===== src/sv/tle_pkg.sv =====
// ----------------------------------------------------------------------------
// tle_pkg
// Shared constants, codes and controller/datapath interface types for the
// terminal line editor.
// ----------------------------------------------------------------------------
package tle_pkg;

    localparam int LINE_MAX = 16;
    localparam int LEN_W    = $clog2(LINE_MAX + 1);
    localparam int IDX_W    = $clog2(LINE_MAX);

    localparam logic [7:0] KEY_ENTER    = 8'd10;
    localparam logic [7:0] KEY_DELETE   = 8'd127;
    localparam logic [7:0] KEY_ESC      = 8'd27;
    localparam logic [7:0] KEY_BRACKET  = 8'd91;
    localparam logic [7:0] KEY_LEFT     = 8'd68;
    localparam logic [7:0] KEY_RIGHT    = 8'd67;
    localparam logic [7:0] CH_BACKSPACE = 8'd8;
    localparam logic [7:0] CH_SPACE     = 8'd32;

    typedef enum logic [1:0] {
        KIND_ECHO     = 2'd0,
        KIND_LINE     = 2'd1,
        KIND_OVERFLOW = 2'd2
    } kind_t;

    typedef enum logic [2:0] {
        OP_NONE,
        OP_INSERT,
        OP_DELETE,
        OP_ENTER,
        OP_LEFT,
        OP_RIGHT
    } op_t;

    typedef enum logic [2:0] {
        SRC_BUF,
        SRC_LINE,
        SRC_BS,
        SRC_SP,
        SRC_NL,
        SRC_OVF
    } src_t;

    typedef enum logic [4:0] {
        S_IDLE,
        S_ESC,
        S_CSI,
        S_INS_TAIL,
        S_INS_BS,
        S_DEL_SP,
        S_DEL_BS,
        S_DEL_B1,
        S_DEL_S1,
        S_DEL_B2,
        S_DEL_TAIL,
        S_DEL_BS2,
        S_NL,
        S_LINE,
        S_LEFT,
        S_RIGHT,
        S_OVF
    } state_t;

    typedef struct packed {
        logic accept;
        op_t  op;
        logic emit;
        src_t src;
        logic last;
        logic cnt_load_t;
        logic cnt_dec;
        logic idx_inc;
    } cmd_t;

    typedef struct packed {
        logic full;
        logic cur_zero;
        logic cur_at_end;
        logic t_zero;
        logic cnt_one;
        logic cnt_zero;
        logic out_free;
    } status_t;

endpackage


===== src/sv/terminal_line_editor.sv =====
// ----------------------------------------------------------------------------
// terminal_line_editor
// Keystroke line editor: edits a line buffer and emits echo bytes, line bytes and overflow notices.
// ----------------------------------------------------------------------------
// Usage:
//   Key channel (key_valid/key_ready, key): one keystroke byte per request.
//   Result channel (res_valid/res_ready, kind, byte_out, last): echo bytes
//   (kind 0), completed line bytes (kind 1) and the overflow notice (kind 2).
//   The final result caused by a key carries last = 1; a key that causes no
//   result (escape bytes, delete at line start) produces nothing at all.
//   One key is handled at a time: key_ready is high only while the sequencer
//   waits for a key, so a further key is taken only once every result of the
//   current key has been loaded into the output register. Results stream one
//   per cycle out of a single output register while it is free; the first is
//   loaded by the state that the sequencer enters after the key request is
//   accepted.
//   The rate is set by the single result register and the sequencer, which
//   emits one result per cycle while the output register is free.
//   When the receiver stalls, the current result holds and the sequencer
//   holds its place; nothing is lost or repeated.
//   Reset empties the line, clears the cursor and any pending escape.
//   Buffer contents are not cleared; only bytes below the length are read.
// ----------------------------------------------------------------------------
module terminal_line_editor
(
    input  logic        clk,
    input  logic        rst_n,
    input  logic        key_valid,
    output logic        key_ready,
    input  logic [7:0]  key,
    output logic        res_valid,
    input  logic        res_ready,
    output logic [1:0]  kind,
    output logic [7:0]  byte_out,
    output logic        last
);

    tle_pkg::cmd_t    cmd;
    tle_pkg::status_t status;

    // sequencer: decode keys, track escape phase, step through each echo run
    tle_ctrl u_ctrl
    (
        .clk       (clk),
        .rst_n     (rst_n),
        .key_valid (key_valid),
        .key_ready (key_ready),
        .key       (key),
        .status    (status),
        .cmd       (cmd)
    );

    // datapath: buffer shifts, length/cursor, counters and result register
    tle_datapath u_datapath
    (
        .clk       (clk),
        .rst_n     (rst_n),
        .key       (key),
        .cmd       (cmd),
        .status    (status),
        .res_valid (res_valid),
        .res_ready (res_ready),
        .kind      (kind),
        .byte_out  (byte_out),
        .last      (last)
    );

endmodule


===== src/sv/tle_datapath.sv =====
// ----------------------------------------------------------------------------
// tle_datapath
// Line buffer, length, cursor, emission counters and the result register.
// ----------------------------------------------------------------------------
module tle_datapath
(
    input  logic                clk,
    input  logic                rst_n,
    input  logic [7:0]          key,
    input  tle_pkg::cmd_t       cmd,
    output tle_pkg::status_t    status,
    output logic                res_valid,
    input  logic                res_ready,
    output logic [1:0]          kind,
    output logic [7:0]          byte_out,
    output logic                last
);

    logic [7:0]                 buf_reg [tle_pkg::LINE_MAX];
    logic [7:0]                 buf_next [tle_pkg::LINE_MAX];
    logic [tle_pkg::LEN_W-1:0]  len_reg, len_next;
    logic [tle_pkg::LEN_W-1:0]  cur_reg, cur_next;
    logic [tle_pkg::LEN_W-1:0]  t_reg, t_next;
    logic [tle_pkg::LEN_W-1:0]  cnt_reg, cnt_next;
    logic [tle_pkg::IDX_W-1:0]  idx_reg, idx_next;
    logic [tle_pkg::LEN_W-1:0]  t_now;
    logic                       valid_reg, valid_next;
    tle_pkg::kind_t             kind_reg, kind_next;
    logic [7:0]                 byte_reg, byte_next;
    logic                       last_reg, last_next;
    logic                       out_free;

    assign t_now    = len_reg - cur_reg;
    assign out_free = !valid_reg || res_ready;

    // line state and counters
    always_comb
    begin
        buf_next = buf_reg;
        len_next = len_reg;
        cur_next = cur_reg;
        t_next   = t_reg;
        cnt_next = cnt_reg;
        idx_next = idx_reg;
        if (cmd.accept)
        begin
            case (cmd.op)
                tle_pkg::OP_INSERT:
                begin
                    for (int i = 0; i < tle_pkg::LINE_MAX; i++)
                    begin
                        if (tle_pkg::LEN_W'(i) == cur_reg)
                        begin
                            buf_next[i] = key;
                        end
                        else if (tle_pkg::LEN_W'(i) > cur_reg && tle_pkg::LEN_W'(i) <= len_reg)
                        begin
                            buf_next[i] = buf_reg[(i > 0) ? i - 1 : 0];
                        end
                    end
                    t_next   = t_now;
                    cnt_next = t_now + 1'b1;
                    idx_next = cur_reg[tle_pkg::IDX_W-1:0];
                    len_next = len_reg + 1'b1;
                    cur_next = cur_reg + 1'b1;
                end
                tle_pkg::OP_DELETE:
                begin
                    for (int i = 0; i < tle_pkg::LINE_MAX; i++)
                    begin
                        if (tle_pkg::LEN_W'(i) + 1'b1 >= cur_reg
                            && tle_pkg::LEN_W'(i) + 1'b1 < len_reg)
                        begin
                            buf_next[i] = buf_reg[(i < tle_pkg::LINE_MAX - 1) ? i + 1 : i];
                        end
                    end
                    t_next   = t_now;
                    cnt_next = t_now;
                    idx_next = tle_pkg::IDX_W'(cur_reg - 1'b1);
                    len_next = len_reg - 1'b1;
                    cur_next = cur_reg - 1'b1;
                end
                tle_pkg::OP_ENTER:
                begin
                    cnt_next = len_reg;
                    idx_next = '0;
                    len_next = '0;
                    cur_next = '0;
                end
                tle_pkg::OP_LEFT:
                begin
                    cur_next = cur_reg - 1'b1;
                end
                tle_pkg::OP_RIGHT:
                begin
                    idx_next = cur_reg[tle_pkg::IDX_W-1:0];
                    cur_next = cur_reg + 1'b1;
                end
                default:
                begin
                end
            endcase
        end
        else
        begin
            if (cmd.cnt_load_t)
            begin
                cnt_next = t_reg;
            end
            else if (cmd.cnt_dec)
            begin
                cnt_next = cnt_reg - 1'b1;
            end
            if (cmd.idx_inc)
            begin
                idx_next = idx_reg + 1'b1;
            end
        end
    end

    // result register: load on emit, drop once taken
    always_comb
    begin
        valid_next = valid_reg;
        kind_next  = kind_reg;
        byte_next  = byte_reg;
        last_next  = last_reg;
        if (cmd.emit)
        begin
            valid_next = 1'b1;
            last_next  = cmd.last;
            case (cmd.src)
                tle_pkg::SRC_BUF:
                begin
                    kind_next = tle_pkg::KIND_ECHO;
                    byte_next = buf_reg[idx_reg];
                end
                tle_pkg::SRC_LINE:
                begin
                    kind_next = tle_pkg::KIND_LINE;
                    byte_next = buf_reg[idx_reg];
                end
                tle_pkg::SRC_BS:
                begin
                    kind_next = tle_pkg::KIND_ECHO;
                    byte_next = tle_pkg::CH_BACKSPACE;
                end
                tle_pkg::SRC_SP:
                begin
                    kind_next = tle_pkg::KIND_ECHO;
                    byte_next = tle_pkg::CH_SPACE;
                end
                tle_pkg::SRC_NL:
                begin
                    kind_next = tle_pkg::KIND_ECHO;
                    byte_next = tle_pkg::KEY_ENTER;
                end
                tle_pkg::SRC_OVF:
                begin
                    kind_next = tle_pkg::KIND_OVERFLOW;
                    byte_next = 8'd0;
                end
                default:
                begin
                    kind_next = tle_pkg::KIND_ECHO;
                    byte_next = 8'd0;
                end
            endcase
        end
        else if (res_ready)
        begin
            valid_next = 1'b0;
        end
    end

    always_ff @(posedge clk or negedge rst_n)
    begin
        if (!rst_n)
        begin
            len_reg   <= '0;
            cur_reg   <= '0;
            valid_reg <= 1'b0;
        end
        else
        begin
            len_reg   <= len_next;
            cur_reg   <= cur_next;
            valid_reg <= valid_next;
        end
    end

    always_ff @(posedge clk)
    begin
        buf_reg  <= buf_next;
        t_reg    <= t_next;
        cnt_reg  <= cnt_next;
        idx_reg  <= idx_next;
        kind_reg <= kind_next;
        byte_reg <= byte_next;
        last_reg <= last_next;
    end

    assign status.full       = (len_reg == tle_pkg::LEN_W'(tle_pkg::LINE_MAX));
    assign status.cur_zero   = (cur_reg == '0);
    assign status.cur_at_end = (cur_reg == len_reg);
    assign status.t_zero     = (t_reg == '0);
    assign status.cnt_one    = (cnt_reg == tle_pkg::LEN_W'(1));
    assign status.cnt_zero   = (cnt_reg == '0);
    assign status.out_free   = out_free;

    assign res_valid = valid_reg;
    assign kind      = kind_reg;
    assign byte_out  = byte_reg;
    assign last      = last_reg;

endmodule


===== src/sv/tle_ctrl.sv =====
// ----------------------------------------------------------------------------
// tle_ctrl
// Key decoder and emission sequencer; escape phase is held in the state.
// ----------------------------------------------------------------------------
module tle_ctrl
(
    input  logic                clk,
    input  logic                rst_n,
    input  logic                key_valid,
    output logic                key_ready,
    input  logic [7:0]          key,
    input  tle_pkg::status_t    status,
    output tle_pkg::cmd_t       cmd
);

    tle_pkg::state_t state_reg, state_next;
    logic            accepting;
    logic            take;

    assign accepting = (state_reg == tle_pkg::S_IDLE) || (state_reg == tle_pkg::S_ESC)
                       || (state_reg == tle_pkg::S_CSI);
    assign take      = accepting && key_valid;
    assign key_ready = accepting;

    always_comb
    begin
        state_next = state_reg;
        case (state_reg)
            tle_pkg::S_IDLE:
            begin
                if (key_valid)
                begin
                    if (key == tle_pkg::KEY_ESC)
                    begin
                        state_next = tle_pkg::S_ESC;
                    end
                    else if (key == tle_pkg::KEY_ENTER)
                    begin
                        state_next = tle_pkg::S_NL;
                    end
                    else if (key == tle_pkg::KEY_DELETE)
                    begin
                        if (!status.cur_zero)
                        begin
                            state_next = status.cur_at_end ? tle_pkg::S_DEL_B1
                                                           : tle_pkg::S_DEL_SP;
                        end
                    end
                    else if (status.full)
                    begin
                        state_next = tle_pkg::S_OVF;
                    end
                    else
                    begin
                        state_next = tle_pkg::S_INS_TAIL;
                    end
                end
            end
            tle_pkg::S_ESC:
            begin
                if (key_valid)
                begin
                    state_next = (key == tle_pkg::KEY_BRACKET) ? tle_pkg::S_CSI
                                                                : tle_pkg::S_IDLE;
                end
            end
            tle_pkg::S_CSI:
            begin
                if (key_valid)
                begin
                    if (key == tle_pkg::KEY_LEFT && !status.cur_zero)
                    begin
                        state_next = tle_pkg::S_LEFT;
                    end
                    else if (key == tle_pkg::KEY_RIGHT && !status.cur_at_end)
                    begin
                        state_next = tle_pkg::S_RIGHT;
                    end
                    else
                    begin
                        state_next = tle_pkg::S_IDLE;
                    end
                end
            end
            tle_pkg::S_INS_TAIL:
            begin
                if (status.out_free && status.cnt_one)
                begin
                    state_next = status.t_zero ? tle_pkg::S_IDLE : tle_pkg::S_INS_BS;
                end
            end
            tle_pkg::S_INS_BS, tle_pkg::S_DEL_BS2, tle_pkg::S_LINE:
            begin
                if (status.out_free && status.cnt_one)
                begin
                    state_next = tle_pkg::S_IDLE;
                end
            end
            tle_pkg::S_DEL_SP:
            begin
                if (status.out_free && status.cnt_one)
                begin
                    state_next = tle_pkg::S_DEL_BS;
                end
            end
            tle_pkg::S_DEL_BS:
            begin
                if (status.out_free && status.cnt_one)
                begin
                    state_next = tle_pkg::S_DEL_B1;
                end
            end
            tle_pkg::S_DEL_B1:
            begin
                if (status.out_free)
                begin
                    state_next = tle_pkg::S_DEL_S1;
                end
            end
            tle_pkg::S_DEL_S1:
            begin
                if (status.out_free)
                begin
                    state_next = tle_pkg::S_DEL_B2;
                end
            end
            tle_pkg::S_DEL_B2:
            begin
                if (status.out_free)
                begin
                    state_next = status.t_zero ? tle_pkg::S_IDLE : tle_pkg::S_DEL_TAIL;
                end
            end
            tle_pkg::S_DEL_TAIL:
            begin
                if (status.out_free && status.cnt_one)
                begin
                    state_next = tle_pkg::S_DEL_BS2;
                end
            end
            tle_pkg::S_NL:
            begin
                if (status.out_free)
                begin
                    state_next = status.cnt_zero ? tle_pkg::S_IDLE : tle_pkg::S_LINE;
                end
            end
            tle_pkg::S_LEFT, tle_pkg::S_RIGHT, tle_pkg::S_OVF:
            begin
                if (status.out_free)
                begin
                    state_next = tle_pkg::S_IDLE;
                end
            end
            default:
            begin
                state_next = tle_pkg::S_IDLE;
            end
        endcase
    end

    always_comb
    begin
        cmd            = '0;
        cmd.op         = tle_pkg::OP_NONE;
        cmd.src        = tle_pkg::SRC_BS;
        cmd.accept     = take;
        case (state_reg)
            tle_pkg::S_IDLE:
            begin
                if (key == tle_pkg::KEY_ENTER)
                begin
                    cmd.op = tle_pkg::OP_ENTER;
                end
                else if (key == tle_pkg::KEY_DELETE)
                begin
                    cmd.op = status.cur_zero ? tle_pkg::OP_NONE : tle_pkg::OP_DELETE;
                end
                else if (key != tle_pkg::KEY_ESC && !status.full)
                begin
                    cmd.op = tle_pkg::OP_INSERT;
                end
            end
            tle_pkg::S_ESC:
            begin
            end
            tle_pkg::S_CSI:
            begin
                if (key == tle_pkg::KEY_LEFT && !status.cur_zero)
                begin
                    cmd.op = tle_pkg::OP_LEFT;
                end
                else if (key == tle_pkg::KEY_RIGHT && !status.cur_at_end)
                begin
                    cmd.op = tle_pkg::OP_RIGHT;
                end
            end
            tle_pkg::S_INS_TAIL, tle_pkg::S_DEL_TAIL:
            begin
                cmd.emit    = status.out_free;
                cmd.src     = tle_pkg::SRC_BUF;
                cmd.idx_inc = status.out_free;
                cmd.cnt_dec = status.out_free;
                cmd.cnt_load_t = status.out_free && status.cnt_one;
                cmd.last    = (state_reg == tle_pkg::S_INS_TAIL) && status.cnt_one
                              && status.t_zero;
            end
            tle_pkg::S_INS_BS, tle_pkg::S_DEL_BS2:
            begin
                cmd.emit    = status.out_free;
                cmd.src     = tle_pkg::SRC_BS;
                cmd.cnt_dec = status.out_free;
                cmd.last    = status.cnt_one;
            end
            tle_pkg::S_DEL_SP:
            begin
                cmd.emit       = status.out_free;
                cmd.src        = tle_pkg::SRC_SP;
                cmd.cnt_dec    = status.out_free;
                cmd.cnt_load_t = status.out_free && status.cnt_one;
            end
            tle_pkg::S_DEL_BS:
            begin
                cmd.emit    = status.out_free;
                cmd.src     = tle_pkg::SRC_BS;
                cmd.cnt_dec = status.out_free;
            end
            tle_pkg::S_DEL_B1:
            begin
                cmd.emit = status.out_free;
                cmd.src  = tle_pkg::SRC_BS;
            end
            tle_pkg::S_DEL_S1:
            begin
                cmd.emit = status.out_free;
                cmd.src  = tle_pkg::SRC_SP;
            end
            tle_pkg::S_DEL_B2:
            begin
                cmd.emit       = status.out_free;
                cmd.src        = tle_pkg::SRC_BS;
                cmd.last       = status.t_zero;
                cmd.cnt_load_t = status.out_free;
            end
            tle_pkg::S_NL:
            begin
                cmd.emit = status.out_free;
                cmd.src  = tle_pkg::SRC_NL;
                cmd.last = status.cnt_zero;
            end
            tle_pkg::S_LINE:
            begin
                cmd.emit    = status.out_free;
                cmd.src     = tle_pkg::SRC_LINE;
                cmd.idx_inc = status.out_free;
                cmd.cnt_dec = status.out_free;
                cmd.last    = status.cnt_one;
            end
            tle_pkg::S_LEFT:
            begin
                cmd.emit = status.out_free;
                cmd.src  = tle_pkg::SRC_BS;
                cmd.last = 1'b1;
            end
            tle_pkg::S_RIGHT:
            begin
                cmd.emit = status.out_free;
                cmd.src  = tle_pkg::SRC_BUF;
                cmd.last = 1'b1;
            end
            tle_pkg::S_OVF:
            begin
                cmd.emit = status.out_free;
                cmd.src  = tle_pkg::SRC_OVF;
                cmd.last = 1'b1;
            end
            default:
            begin
            end
        endcase
    end

    always_ff @(posedge clk or negedge rst_n)
    begin
        if (!rst_n)
        begin
            state_reg <= tle_pkg::S_IDLE;
        end
        else
        begin
            state_reg <= state_next;
        end
    end

endmodule


===== config.mk =====
export PLATFORM = sky130hd
export DESIGN_NAME = terminal_line_editor
export DESIGN_NICKNAME = d
export VERILOG_FILES = /design/src/sv/tle_pkg.sv /design/src/sv/terminal_line_editor.sv /design/src/sv/tle_datapath.sv /design/src/sv/tle_ctrl.sv
export SDC_FILE = /design/constraint.sdc
export NUM_CORES = 1
export LEC_CHECK = 0
export BUFFER_PORTS_ARGS = -buffer_cell sky130_fd_sc_hd__buf_2
export CELL_PAD_IN_SITES_DETAIL_PLACEMENT = 1
export CELL_PAD_IN_SITES_GLOBAL_PLACEMENT = 2
export CORE_UTILIZATION = 35
export DETAILED_ROUTE_END_ITERATION = 8
export PLACE_DENSITY = 0.71
export SLEW_MARGIN = 5
export SYNTH_ARGS = -nofsm -noshare
export SYNTH_HDL_FRONTEND = slang
export SYNTH_SLANG_ARGS = --single-unit

===== constraint.sdc =====
create_clock -name clk -period 6.38 [get_ports clk]
set_clock_uncertainty 0.15 [all_clocks]
set_input_delay 0.638 -clock clk [delete_from_list [all_inputs] [get_ports clk]]
set_output_delay 0.638 -clock clk [all_outputs]
set_load 0.02 [all_outputs]

==> results.toml, run 1 <==
[setup_path]
largest_driver_fanout_on_the_critical_path = 126
worst-endpoint-arrival_ns = 4.41
reg2regPathDepth = 7
critical_path.reg2reg.startpoint = "u_datapath.cur_reg[1]"
worst_setup_end_kind = "register"
setup.worst_path.start_class = "register"
rrSetupSlack_ns = 1.96
path_class = "reg2reg"
worstReg2RegEnd = "u_datapath.buf_reg[52]"
critPathRequiredTime_ns = 6.36

[power]
net-switching-power_uw = 2510
pwr-share-clk = 0.182
switching_share_of_power = 0.437
cellLeakagePower_uw = 0.00437
total_power_uw = 5740
part_of_the_power_in_registers = 0.338
power.density_cell_area_nw_per_um2 = 456
max-vdd-ir-drop_uv = 200
int_pwr_uw = 3230
pwr-share-comb = 0.480

[route]
drt-vias-per-instance = 5.86
wl_mm = 38.4
postRouteAntennaNets = 0
detail_route.iter0.violations = 837
met2_length_mm = 17.5
detail_route.wirelength.met1_mm = 18.7
met3_wirelength_mm = 1.56
firstDrtPassIters = 5
overall_via_count_from_detail_route = 9109
top_layer_used = "met4"
detail_route.wl_per_cell_um = 24.7
remaining_drc_errors = 0

[placement]
place_worst_setup_slack_ns = 2.00
hpwlAfterDp_mm = 26.9
buffer_ports.inserted = 24
gp_routability_congestion = 0.832

[global_route]
track_usage = 0.236
grt_pass1_wl_mm = 59.4
grt_max_degree = 127
vias_in_the_first_global_route = 9201
grt.overflow.total = 0
antenna_found_initial = 0

[synthesis]
seq_area_frac_synth = 0.430
netlist_area_before_placement_um2 = 11600
number_of_enable_flip_flop_cells_after_synthesis = 153
cells_after_synthesis = 1135
synth.distinct_cells = 91
syn-num-nets = 1166
asyncSetResetFlopFracSynth = 0.0947
ys_seq_elements = 169
most_used_dff_post_synth = "sky130_fd_sc_hd__edfxtp_1"
synth.avg_cell_area_um2 = 10.2
warnings_synthesis = 0

[floorplanning]
die_x_um = 184
placementRows = 66
top_level_ports = 25
dieArea_um2 = 33900
floorplan.initialDensity = 0.356
die_h_um = 184
core_area_um2 = 32600

[clock_tree]
cts.sinks = 169
tritoncts = "yes"
cts_root_buf = "sky130_fd_sc_hd__clkbuf_16"
worstSkewPairLatency_ns = 0.44
path_clk_slew_ns = 0.07
ctsHtreeMaxLevel = 4
cts-resized-gates = 0
clk_path_buf_depth = 2
number_of_buffers_inserted_during_clock_tree_synthesis = 17

[final_layout]
nFillCells = 3653
layout_common_cells = "sky130_fd_sc_hd__nand2_1, sky130_fd_sc_hd__edfxtp_1, sky130_fd_sc_hd__o21ai_0"
layout.cells.most_common = "sky130_fd_sc_hd__nand2_1"
max_ffs_per_register = 128
num_antenna_cells = 0
final_core_area_utilization = 0.386
num-nets-final = 1131
final_layout_size_suffix_gt1_frac = 0.133
area_growth_pct = 8.45

[sta]
timing.slew.headroom = 0.227
achievable-frequency_ghz = 0.226
actual_slew_at_the_worst_max_slew_pin_ns = 1.15
rsz_0062_raised_after_global_routing = "no"
setup_total_negative_slack_ns = 0
final.min_clock_period_ns = 4.42
pins_over_slew_limit = 0
report.final.setup_viol = 0
final.setup.worst_slack_ns = 1.96
hold_viol = 0
final.period_utilization = 0.693

[job]
drv_cap = 0

[min_path]
hold_start = "u_datapath.buf_reg[2]"
hold_worst_path_end = "u_datapath.buf_reg[10]"
min-delay-path-class = "reg2reg"
hold_path_depth = 2

[run_status]
run_status = "finished, final reports clean"
-- layout make-up --
cell class                      count  area [µm²]  share of cell area
Clock buffer                       17         425              0.0338
Clock inverter                     15         143              0.0113
Inverter                           20        75.1             0.00596
Multi-Input combinational cell    849        6130               0.487
Sequential cell                   169        4990               0.397
Tap cell                          442         553              0.0439
Timing Repair Buffer               43         265              0.0211
-- kinds of logic (layout without fill, tap and decap cells) --
| kind of cell | count (synthesis) | after routing | synth area share |
|---|---|---|---|
| AOI/OAI and AO/OA | 286 | 286 | 0.154 |
| xor gates and xnor gates | 11 | 11 | 0.00830 |
| adders and majority gates | 19 | 19 | 0.0211 |
| buffers and inverters | 117 | 95 | 0.0430 |
| DFF | 169 | 169 | 0.430 |
| muxes | 175 | 175 | 0.194 |
| and+or+nand+nor | 358 | 358 | 0.150 |
-- power groups by stage --
| stage | Sequential [µW] | Clock, µW | Combinational [µW] |
|---|---|---|---|
| floorplan | 1830 | 0 | 1960 |
| global placement | 1950 | 0 | 2710 |
| detailed placement | 1950 | 0 | 2730 |
| CTS | 1930 | 1060 | 2740 |
| global route | 1970 | 1100 | 3010 |
| finish | 1940 | 1040 | 2760 |
-- worst max-delay path by stage --
stage                                startpoint                endpoint  slack, ns  cells past startpoint
after floorplan           u_datapath.cur_reg[1]  u_datapath.buf_reg[56]       2.89                     10
after global placement    u_datapath.cur_reg[1]  u_datapath.buf_reg[42]       2.09                      7
after detailed placement  u_datapath.cur_reg[1]  u_datapath.buf_reg[52]       2.00                      7
after CTS                 u_datapath.cur_reg[1]  u_datapath.buf_reg[52]       2.01                      7
after global routing      u_datapath.cur_reg[1]  u_datapath.buf_reg[53]       1.61                      7
final                     u_datapath.cur_reg[1]  u_datapath.buf_reg[52]       1.96                      7
-- timing repair --
item | CTS | global route
setup endpoints to repair | 0 | 0
hold buffers | 1 | 0
setup buffers | 0 | 0
endpoints found under the hold margin | 7 | 0
-- synthesized netlist by cell type (4+ instances only) --
master | number | area [µm²]
sky130_fd_sc_hd__o21ai_0 | 149 | 746
sky130_fd_sc_hd__inv_1 | 17 | 63.8
sky130_fd_sc_hd__o22ai_1 | 4 | 25.0
sky130_fd_sc_hd__mux4_2 | 39 | 878
sky130_fd_sc_hd__mux2i_1 | 132 | 1320
sky130_fd_sc_hd__a211oi_1 | 9 | 67.6
sky130_fd_sc_hd__nor2_1 | 59 | 221
sky130_fd_sc_hd__o21ai_1 | 5 | 25.0
sky130_fd_sc_hd__xor2_1 | 5 | 43.8
sky130_fd_sc_hd__nand3_1 | 16 | 80.1
sky130_fd_sc_hd__or3_1 | 7 | 43.8
sky130_fd_sc_hd__a31oi_1 | 11 | 68.8
sky130_fd_sc_hd__nand2_1 | 182 | 683
sky130_fd_sc_hd__nand2b_1 | 4 | 25.0
sky130_fd_sc_hd__xnor2_1 | 6 | 52.6
sky130_fd_sc_hd__nor3_1 | 10 | 50.1
sky130_fd_sc_hd__nand4_1 | 7 | 43.8
sky130_fd_sc_hd__and2_1 | 7 | 43.8
sky130_fd_sc_hd__ha_1 | 18 | 225
sky130_fd_sc_hd__a21o_1 | 6 | 45.0
sky130_fd_sc_hd__clkbuf_1 | 49 | 184
sky130_fd_sc_hd__a21oi_1 | 35 | 175
sky130_fd_sc_hd__o21a_1 | 8 | 60.1
sky130_fd_sc_hd__nor2b_1 | 14 | 87.6
sky130_fd_sc_hd__a32oi_1 | 4 | 35.0
sky130_fd_sc_hd__buf_1 | 19 | 71.3
sky130_fd_sc_hd__and3_1 | 13 | 81.3
sky130_fd_sc_hd__edfxtp_1 | 153 | 4590
sky130_fd_sc_hd__buf_2 | 23 | 115
sky130_fd_sc_hd__o31ai_1 | 8 | 60.1
sky130_fd_sc_hd__a221oi_1 | 5 | 43.8
sky130_fd_sc_hd__a41oi_1 | 4 | 35.0
sky130_fd_sc_hd__dfrtp_1 | 16 | 400
sky130_fd_sc_hd__o211ai_1 | 5 | 37.5
-- stage by stage --
step / std cells / hold slack, ns / instance area (µm²)
2_1_floorplan: 1135 / 0.192 / 11600
3_3_place_gp: 1522 / 0.389 / 12000
3_5_place_dp: 1522 / 0.407 / 12000
4_1_cts: 1555 / 0.426 / 12600
5_1_grt: 1555 / 0.466 / 12600
6_report: 1555 / 0.424 / 12600
-- critical path, cell delays in order (launching register included) --
cell and delay (ns):
sky130_fd_sc_hd__dfrtp_1 0.69, sky130_fd_sc_hd__inv_1 0.31, sky130_fd_sc_hd__ha_1 0.43, sky130_fd_sc_hd__or4b_4 0.30
sky130_fd_sc_hd__nand3_1 0.16, sky130_fd_sc_hd__nor2_4 0.83, sky130_fd_sc_hd__buf_4 0.92, sky130_fd_sc_hd__o21ai_0 0.24
-- layer usage --
metal,track usage,up-vias
li1,-,4183
met1,0.346,4647
met2,0.361,239
met3,0.0314,40
met4,0.0647,0
met5,0,-
No activity file was read; power rests on OpenSTA's default activity.
==> inputs of run 2 (changes only) <==
--- a/config.mk
+++ b/config.mk
@@ -5,12 +5,13 @@
 export SDC_FILE = /design/constraint.sdc
 export NUM_CORES = 1
 export LEC_CHECK = 0
+export ABC_AREA = 1
 export BUFFER_PORTS_ARGS = -buffer_cell sky130_fd_sc_hd__buf_2
 export CELL_PAD_IN_SITES_DETAIL_PLACEMENT = 1
 export CELL_PAD_IN_SITES_GLOBAL_PLACEMENT = 2
 export CORE_UTILIZATION = 35
 export DETAILED_ROUTE_END_ITERATION = 8
-export PLACE_DENSITY = 0.71
+export PLACE_DENSITY = 0.78
 export SLEW_MARGIN = 5
 export SYNTH_ARGS = -nofsm -noshare
 export SYNTH_HDL_FRONTEND = slang
==> constraint.sdc (replaced) <==
create_clock -name clk -period 4.1 [get_ports clk]
set_clock_uncertainty 0.15 [all_clocks]
set_input_delay 0.41 -clock clk [delete_from_list [all_inputs] [get_ports clk]]
set_output_delay 0.41 -clock clk [all_outputs]
set_load 0.02 [all_outputs]
==> results.toml, run 2 <==
[route]
wl_mm = 45.5
remaining_drc_errors = 0
drt-vias-per-instance = 5.58
detail_route.iter0.violations = 824
detail_route.wl_per_cell_um = 22.0
overall_via_count_from_detail_route = 11553
postRouteAntennaNets = 0
firstDrtPassIters = 5

[clock_tree]
cts-resized-gates = 0
number_of_buffers_inserted_during_clock_tree_synthesis = 17
path_clk_slew_ns = 0.07
clk_path_buf_depth = 2
tritoncts = "yes"
ctsHtreeMaxLevel = 4
cts.sinks = 169
cts_root_buf = "sky130_fd_sc_hd__clkbuf_16"
worstSkewPairLatency_ns = 0.45

[floorplanning]
dieArea_um2 = 34500
die_x_um = 186
top_level_ports = 25
core_area_um2 = 32900
die_h_um = 186
floorplan.initialDensity = 0.360
placementRows = 66

[synthesis]
syn-num-nets = 1643
synth.cells.most_frequent = "sky130_fd_sc_hd__nand2_1, sky130_fd_sc_hd__o21ai_0, sky130_fd_sc_hd__edfxtp_1"
synth.distinct_cells = 47
most_used_dff_post_synth = "sky130_fd_sc_hd__edfxtp_1"
seq_area_frac_synth = 0.422
netlist_area_before_placement_um2 = 11800
warnings_synthesis = 0
synth.avg_cell_area_um2 = 7.34
cells_after_synthesis = 1612
ys_seq_elements = 169
synth.area.top_cells = "sky130_fd_sc_hd__edfxtp_1, sky130_fd_sc_hd__nand2_1, sky130_fd_sc_hd__o21ai_0"
number_of_enable_flip_flop_cells_after_synthesis = 153
synth.top_cell.area_share = 0.389
synth_area_leader_cell = "sky130_fd_sc_hd__edfxtp_1"
asyncSetResetFlopFracSynth = 0.0947
post-synth-top-count-cell = "sky130_fd_sc_hd__nand2_1"

[final_layout]
final_layout_size_suffix_gt1_frac = 0.0909
final-instance-count-excl-fill = 2071
num_antenna_cells = 0
max_ffs_per_register = 128
layout.cells.most_common = "sky130_fd_sc_hd__nand2_1"
layout_common_cells = "sky130_fd_sc_hd__nand2_1, sky130_fd_sc_hd__o21ai_0, sky130_fd_sc_hd__edfxtp_1"
nFillCells = 4161
num-nets-final = 1647
area_growth_pct = 10.6

[power]
power.density_cell_area_nw_per_um2 = 731
part_of_the_power_in_registers = 0.320
int_pwr_uw = 5140
switching_share_of_power = 0.463
net-switching-power_uw = 4430
max-vdd-ir-drop_uv = 377
pwr-share-comb = 0.495
cellLeakagePower_uw = 0.00533
pwr-share-clk = 0.185

[setup_path]
worst-endpoint-arrival_ns = 3.54
critPathRequiredTime_ns = 4.06
worst_path_largest_cell_delay_ns = 0.45
worst_setup_end_kind = "register"
critical_path.most_common_cell = "sky130_fd_sc_hd__inv_1"
path_class = "reg2reg"
critPathSlowestCell = "sky130_fd_sc_hd__dfrtp_1"
worstPathCellList = "inv_1 > ha_1 > inv_1 > nor2_1 > nand2_1 > clkinv_1 > nand2_1 > nand3_4 > inv_2 > nand2_4 > buf_12 > nand4_1 > inv_1"
largest_driver_fanout_on_the_critical_path = 106
setup.worst_path.start_class = "register"

[sta]
achievable-frequency_ghz = 0.279
hold-worst-slack_ns = 0.290
hold_viol = 0
pins_over_slew_limit = 0
rsz_0062_raised_after_global_routing = "no"
report.final.setup_viol = 0
actual_slew_at_the_worst_max_slew_pin_ns = 0.902
final.min_clock_period_ns = 3.58
setup_total_negative_slack_ns = 0
timing.slew.headroom = 0.399
final.period_utilization = 0.874

[global_route]
antenna_found_initial = 0
grt_pass1_wl_mm = 69.8
grt_max_degree = 107
vias_in_the_first_global_route = 11608
grt.overflow.total = 0
track_usage = 0.272

[placement]
dp.cells = 2038
gp_routability_congestion = 0.881
hpwlAfterDp_mm = 32.7
buffer_ports.inserted = 24

[run_status]
run_status = "finished, final reports clean"

[job]
drv_cap = 0

[min_path]
min-delay-path-class = "in2reg"
## run 2: cell count changes in the layout (fill, tap and decap cells not counted), sizes merged, moves of 12 or more
cell and change:
o211ai +31, nand4 +12, buf +31, nand2 +298
mux4 -39, nor2b -14, a21oi +30, mux2i -132
nor2 +76, o21ai +121, and3 -16, nand3 +101
inv +113
## run 2: logic make-up after synthesis
logic type               count (synthesis)  synth area share
AND/OR/NAND/NOR                        780             0.281
AO/OA/AOI/OAI                          403             0.183
buffers and inverters                  228            0.0837
flip-flops                             169             0.422
adder cells (fa/ha/maj)                 19            0.0207
XOR/XNOR                                13           0.00963
## run 2: metrics by stage
stage	total power, µW	instance area [µm²]	setup WS, ns	util
after floorplan	5990	11800	1.18	-
after global placement	7710	12500	0.667	0.379
after detailed placement	7800	12500	0.567	0.379
after CTS	9580	13100	0.550	0.398
after global routing	10200	13100	0.276	0.398
final	9560	13100	0.515	0.398
## run 2: metal layers
layer | track usage | wire length, µm | vias to the layer above
li1 | - | - | 5469
met4 | 0.0859 | 1040 | 0
met2 | 0.447 | 21200 | 258
met3 | 0.0317 | 1730 | 54
met5 | 0 | 0 | -
met1 | 0.372 | 21500 | 5772
## run 2: what timing repair did
action                                 4_1_cts  5_1_grt
endpoints found under the hold margin       16        0
hold buffers                                 1        0
setup buffers                                0        0
## run 2: layout make-up
class	count	area, µm²	area share
clock inverter	11	168	0.0128
multi-input combinational	1215	5840	0.447
inverter	139	523	0.0400
timing repair buffer	74	561	0.0429
clock buffer	21	440	0.0337
tap	442	553	0.0423
sequential	169	4990	0.382
## run 2: power groups by stage
stage                     sequential (µW)  combinational, µW  clock [µW]
final                                3060               4730        1770
after global routing                 3110               5240        1840
after CTS                            3050               4740        1790
after detailed placement             3080               4720           0
after global placement               3070               4650           0
after floorplan                      3000               2990           0
## run 2: worst paths after layout
| kind | start | end | slack [ns] | cells past startpoint |
|---|---|---|---|---|
| setup / recovery | u_datapath.cur_reg[1] | u_datapath.buf_reg[4] | 0.52 | 13 |
| hold / removal | res_ready | u_datapath.res_valid | 0.29 | 4 |
| setup reg to reg | u_datapath.cur_reg[1] | u_datapath.buf_reg[4] | 0.52 | 13 |
| hold reg to reg | u_datapath.buf_reg[3] | u_datapath.buf_reg[11] | 0.42 | 2 |
| max in group asynchronous | rst_n | u_datapath.cur_reg[0] | 3.14 | 2 |
| min in group asynchronous | rst_n | u_datapath.res_valid | 0.31 | 2 |
## run 2: worst max-delay path, delay by kind of cell, from the launching register on
family / cells / cell delay [ns]
fa+ha+maj: 1 / 0.22
flops: 1 / 0.45
buf+inv: 6 / 1.29
simple gates: 6 / 1.05
==> inputs of run 3 (changes only) <==
--- a/config.mk
+++ b/config.mk
@@ -11,8 +11,9 @@
 export CELL_PAD_IN_SITES_GLOBAL_PLACEMENT = 2
 export CORE_UTILIZATION = 35
 export DETAILED_ROUTE_END_ITERATION = 8
-export PLACE_DENSITY = 0.78
+export PLACE_DENSITY = 0.77
 export SLEW_MARGIN = 5
 export SYNTH_ARGS = -nofsm -noshare
 export SYNTH_HDL_FRONTEND = slang
+export SYNTH_HIERARCHICAL = 1
 export SYNTH_SLANG_ARGS = --single-unit
==> results.toml, run 3 <==
[placement]
hpwlAfterDp_mm = 29.6
buffer_ports.inserted = 24
place_worst_setup_slack_ns = 0.406
gp_routability_congestion = 0.887
post_dp_cell_area_um2 = 12200

[clock_tree]
cts_root_buf = "sky130_fd_sc_hd__clkbuf_16"
worstSkewPairLatency_ns = 0.46
path_clk_slew_ns = 0.08
number_of_buffers_inserted_to_repair_setup_after_cts = 0
cts.sinks = 169
tritoncts = "yes"
clk_path_buf_depth = 2
ctsHtreeMaxLevel = 4
number_of_buffers_inserted_during_clock_tree_synthesis = 17

[route]
firstDrtPassIters = 5
detail_route.iter0.violations = 600
detail_route.wl_per_cell_um = 20.2
remaining_drc_errors = 0
postRouteAntennaNets = 0
met2_length_mm = 19.9
drt-vias-per-instance = 5.48
wl_mm = 40.1
detail_route.wirelength.met1_mm = 18.0
met3_wirelength_mm = 1.09
overall_via_count_from_detail_route = 10852
top_layer_used = "met4"

[sta]
report.final.setup_viol = 0
timing.slew.headroom = 0.398
setup_total_negative_slack_ns = 0
final.setup.worst_slack_ns = 0.348
final.period_utilization = 0.915
achievable-frequency_ghz = 0.267
final.min_clock_period_ns = 3.75
actual_slew_at_the_worst_max_slew_pin_ns = 0.902
hold_viol = 0
rsz_0062_raised_after_global_routing = "no"
pins_over_slew_limit = 0

[floorplanning]
dieArea_um2 = 33800
die_x_um = 184
floorplan.initialDensity = 0.355
placementRows = 66
top_level_ports = 25
die_h_um = 184
core_area_um2 = 32500

[synthesis]
ys_seq_elements = 169
most_used_dff_post_synth = "sky130_fd_sc_hd__edfxtp_1"
syn-num-nets = 1558
synth_area_leader_cell = "sky130_fd_sc_hd__edfxtp_1"
synth.top_cell.area_share = 0.397
synth.area.top_cells = "sky130_fd_sc_hd__edfxtp_1, sky130_fd_sc_hd__a21oi_1, sky130_fd_sc_hd__o21ai_0"
cells_after_synthesis = 1528
warnings_synthesis = 6
synth.avg_cell_area_um2 = 7.57
synth.distinct_cells = 48
number_of_enable_flip_flop_cells_after_synthesis = 153
netlist_area_before_placement_um2 = 11600
synth.cells.most_frequent = "sky130_fd_sc_hd__a21oi_1, sky130_fd_sc_hd__nand2_1, sky130_fd_sc_hd__o21ai_0"
asyncSetResetFlopFracSynth = 0.0947
post-synth-top-count-cell = "sky130_fd_sc_hd__a21oi_1"
seq_area_frac_synth = 0.432

[setup_path]
critPathRequiredTime_ns = 4.11
largest_driver_fanout_on_the_critical_path = 10
worst_setup_end_kind = "register"
path_class = "reg2reg"
setup.worst_path.start_class = "register"
worst-endpoint-arrival_ns = 3.76

[global_route]
grt_pass1_wl_mm = 63.4
track_usage = 0.245
grt_max_degree = 135
grt.overflow.total = 0
antenna_found_initial = 0
vias_in_the_first_global_route = 11323

[final_layout]
layout_common_cells = "sky130_fd_sc_hd__a21oi_1, sky130_fd_sc_hd__nand2_1, sky130_fd_sc_hd__o21ai_0"
area_growth_pct = 10.4
final_standard_cell_area_without_fillers_um2 = 12800
num-nets-final = 1556
num_antenna_cells = 0
max_ffs_per_register = 128
layout.cells.most_common = "sky130_fd_sc_hd__a21oi_1"
final_layout_size_suffix_gt1_frac = 0.101

[power]
max-vdd-ir-drop_uv = 345
total_power_uw = 9430
power.density_cell_area_nw_per_um2 = 739
cellLeakagePower_uw = 0.00531

[run_status]
run_status = "finished, final reports clean"

[min_path]
min-delay-path-class = "in2reg"

[job]
drv_cap = 0
## run 3: cell count changes in the layout (fill, tap and decap cells not counted), moves of 22 or more
cell / change
sky130_fd_sc_hd__nand2_1: -231
sky130_fd_sc_hd__a21oi_1: +181
sky130_fd_sc_hd__inv_1: +62
sky130_fd_sc_hd__o21ai_1: -33
sky130_fd_sc_hd__nand3_1: -27
sky130_fd_sc_hd__nor2_1: -22
## run 3: power breakdown
group          switching (µW)  internal (µW)  total, µW
registers                 408           2680       3090
logic                    3240           1430       4670
clock network             806            862       1670
total                    4450           4970       9430
## run 3: cell families (layout without fill, tap and decap cells)
kind of cell             count (synthesis)  after routing  share of synthesized area
buffers and inverters                  289            300                      0.102
multiplexers                             1              1                   0.000866
AND/OR/NAND/NOR                        488            488                      0.185
flip-flops                             169            169                      0.432
XOR/XNOR                                 3              3                    0.00227
adder cells (fa/ha/maj)                 18             18                     0.0201
AO/OA/AOI/OAI                          560            560                      0.258
## run 3: path summary, 6_finish.rpt
kind                                       start                endpoint  slack [ns]  depth (start not counted)
max                        u_datapath/len_reg[0]  u_datapath/buf_reg[92]        0.35                         16
min                                    res_ready    u_datapath/res_valid        0.14                          4
max reg2reg                u_datapath/len_reg[0]  u_datapath/buf_reg[92]        0.35                         16
min reg2reg                 u_datapath/res_valid    u_datapath/res_valid        0.42                          2
max in group asynchronous                  rst_n   u_datapath/cur_reg[1]        3.21                          2
min in group asynchronous                  rst_n   u_datapath/cur_reg[3]        0.28                          2
## run 3: metrics by stage
stage / util / cells / hold WS (ns)
6_report: 0.392 / 1981 / 0.144
2_1_floorplan: - / 1528 / -0.0356
3_5_place_dp: 0.374 / 1948 / 0.233
3_3_place_gp: 0.374 / 1948 / 0.239
5_1_grt: 0.392 / 1981 / 0.161
4_1_cts: 0.392 / 1981 / 0.140
## run 3: worst max-delay path, stage by stage (launching register included)
cell                       delay, ns
sky130_fd_sc_hd__dfrtp_1        0.49
sky130_fd_sc_hd__clkinv_1       0.13
sky130_fd_sc_hd__ha_1           0.37
sky130_fd_sc_hd__nand4_1        0.11
sky130_fd_sc_hd__nor2_1         0.08
sky130_fd_sc_hd__nor2_1         0.10
sky130_fd_sc_hd__nand3_1        0.12
sky130_fd_sc_hd__o21ai_0        0.33
sky130_fd_sc_hd__inv_1          0.18
sky130_fd_sc_hd__nor2_2         0.15
sky130_fd_sc_hd__nand2_2        0.18
sky130_fd_sc_hd__inv_2          0.12
sky130_fd_sc_hd__o21ai_2        0.16
sky130_fd_sc_hd__inv_2          0.26
sky130_fd_sc_hd__o21ai_0        0.15
sky130_fd_sc_hd__a21oi_1        0.15
sky130_fd_sc_hd__buf_4          0.20
## run 3: layer usage
layer / vias up / global-route usage
met5: - / 0
met4: 0 / 0.0927
met3: 53 / 0.0285
met2: 164 / 0.431
met1: 5371 / 0.307
li1: 5264 / -
## run 3: what timing repair did
action                                 CTS  global route
gates resized for setup                  0             0
hold buffers                             1             0
endpoints found under the hold margin   16             0
## run 3: layout make-up
cell class / count / area (µm²)
fillers: 4061 / 19800
clock inverters: 15 / 161
clock buffers: 17 / 425
multi-input cells: 1070 / 5400
flip-flops and latches: 169 / 4990
repair buffers: 67 / 470
well taps: 442 / 553
inverters: 201 / 759
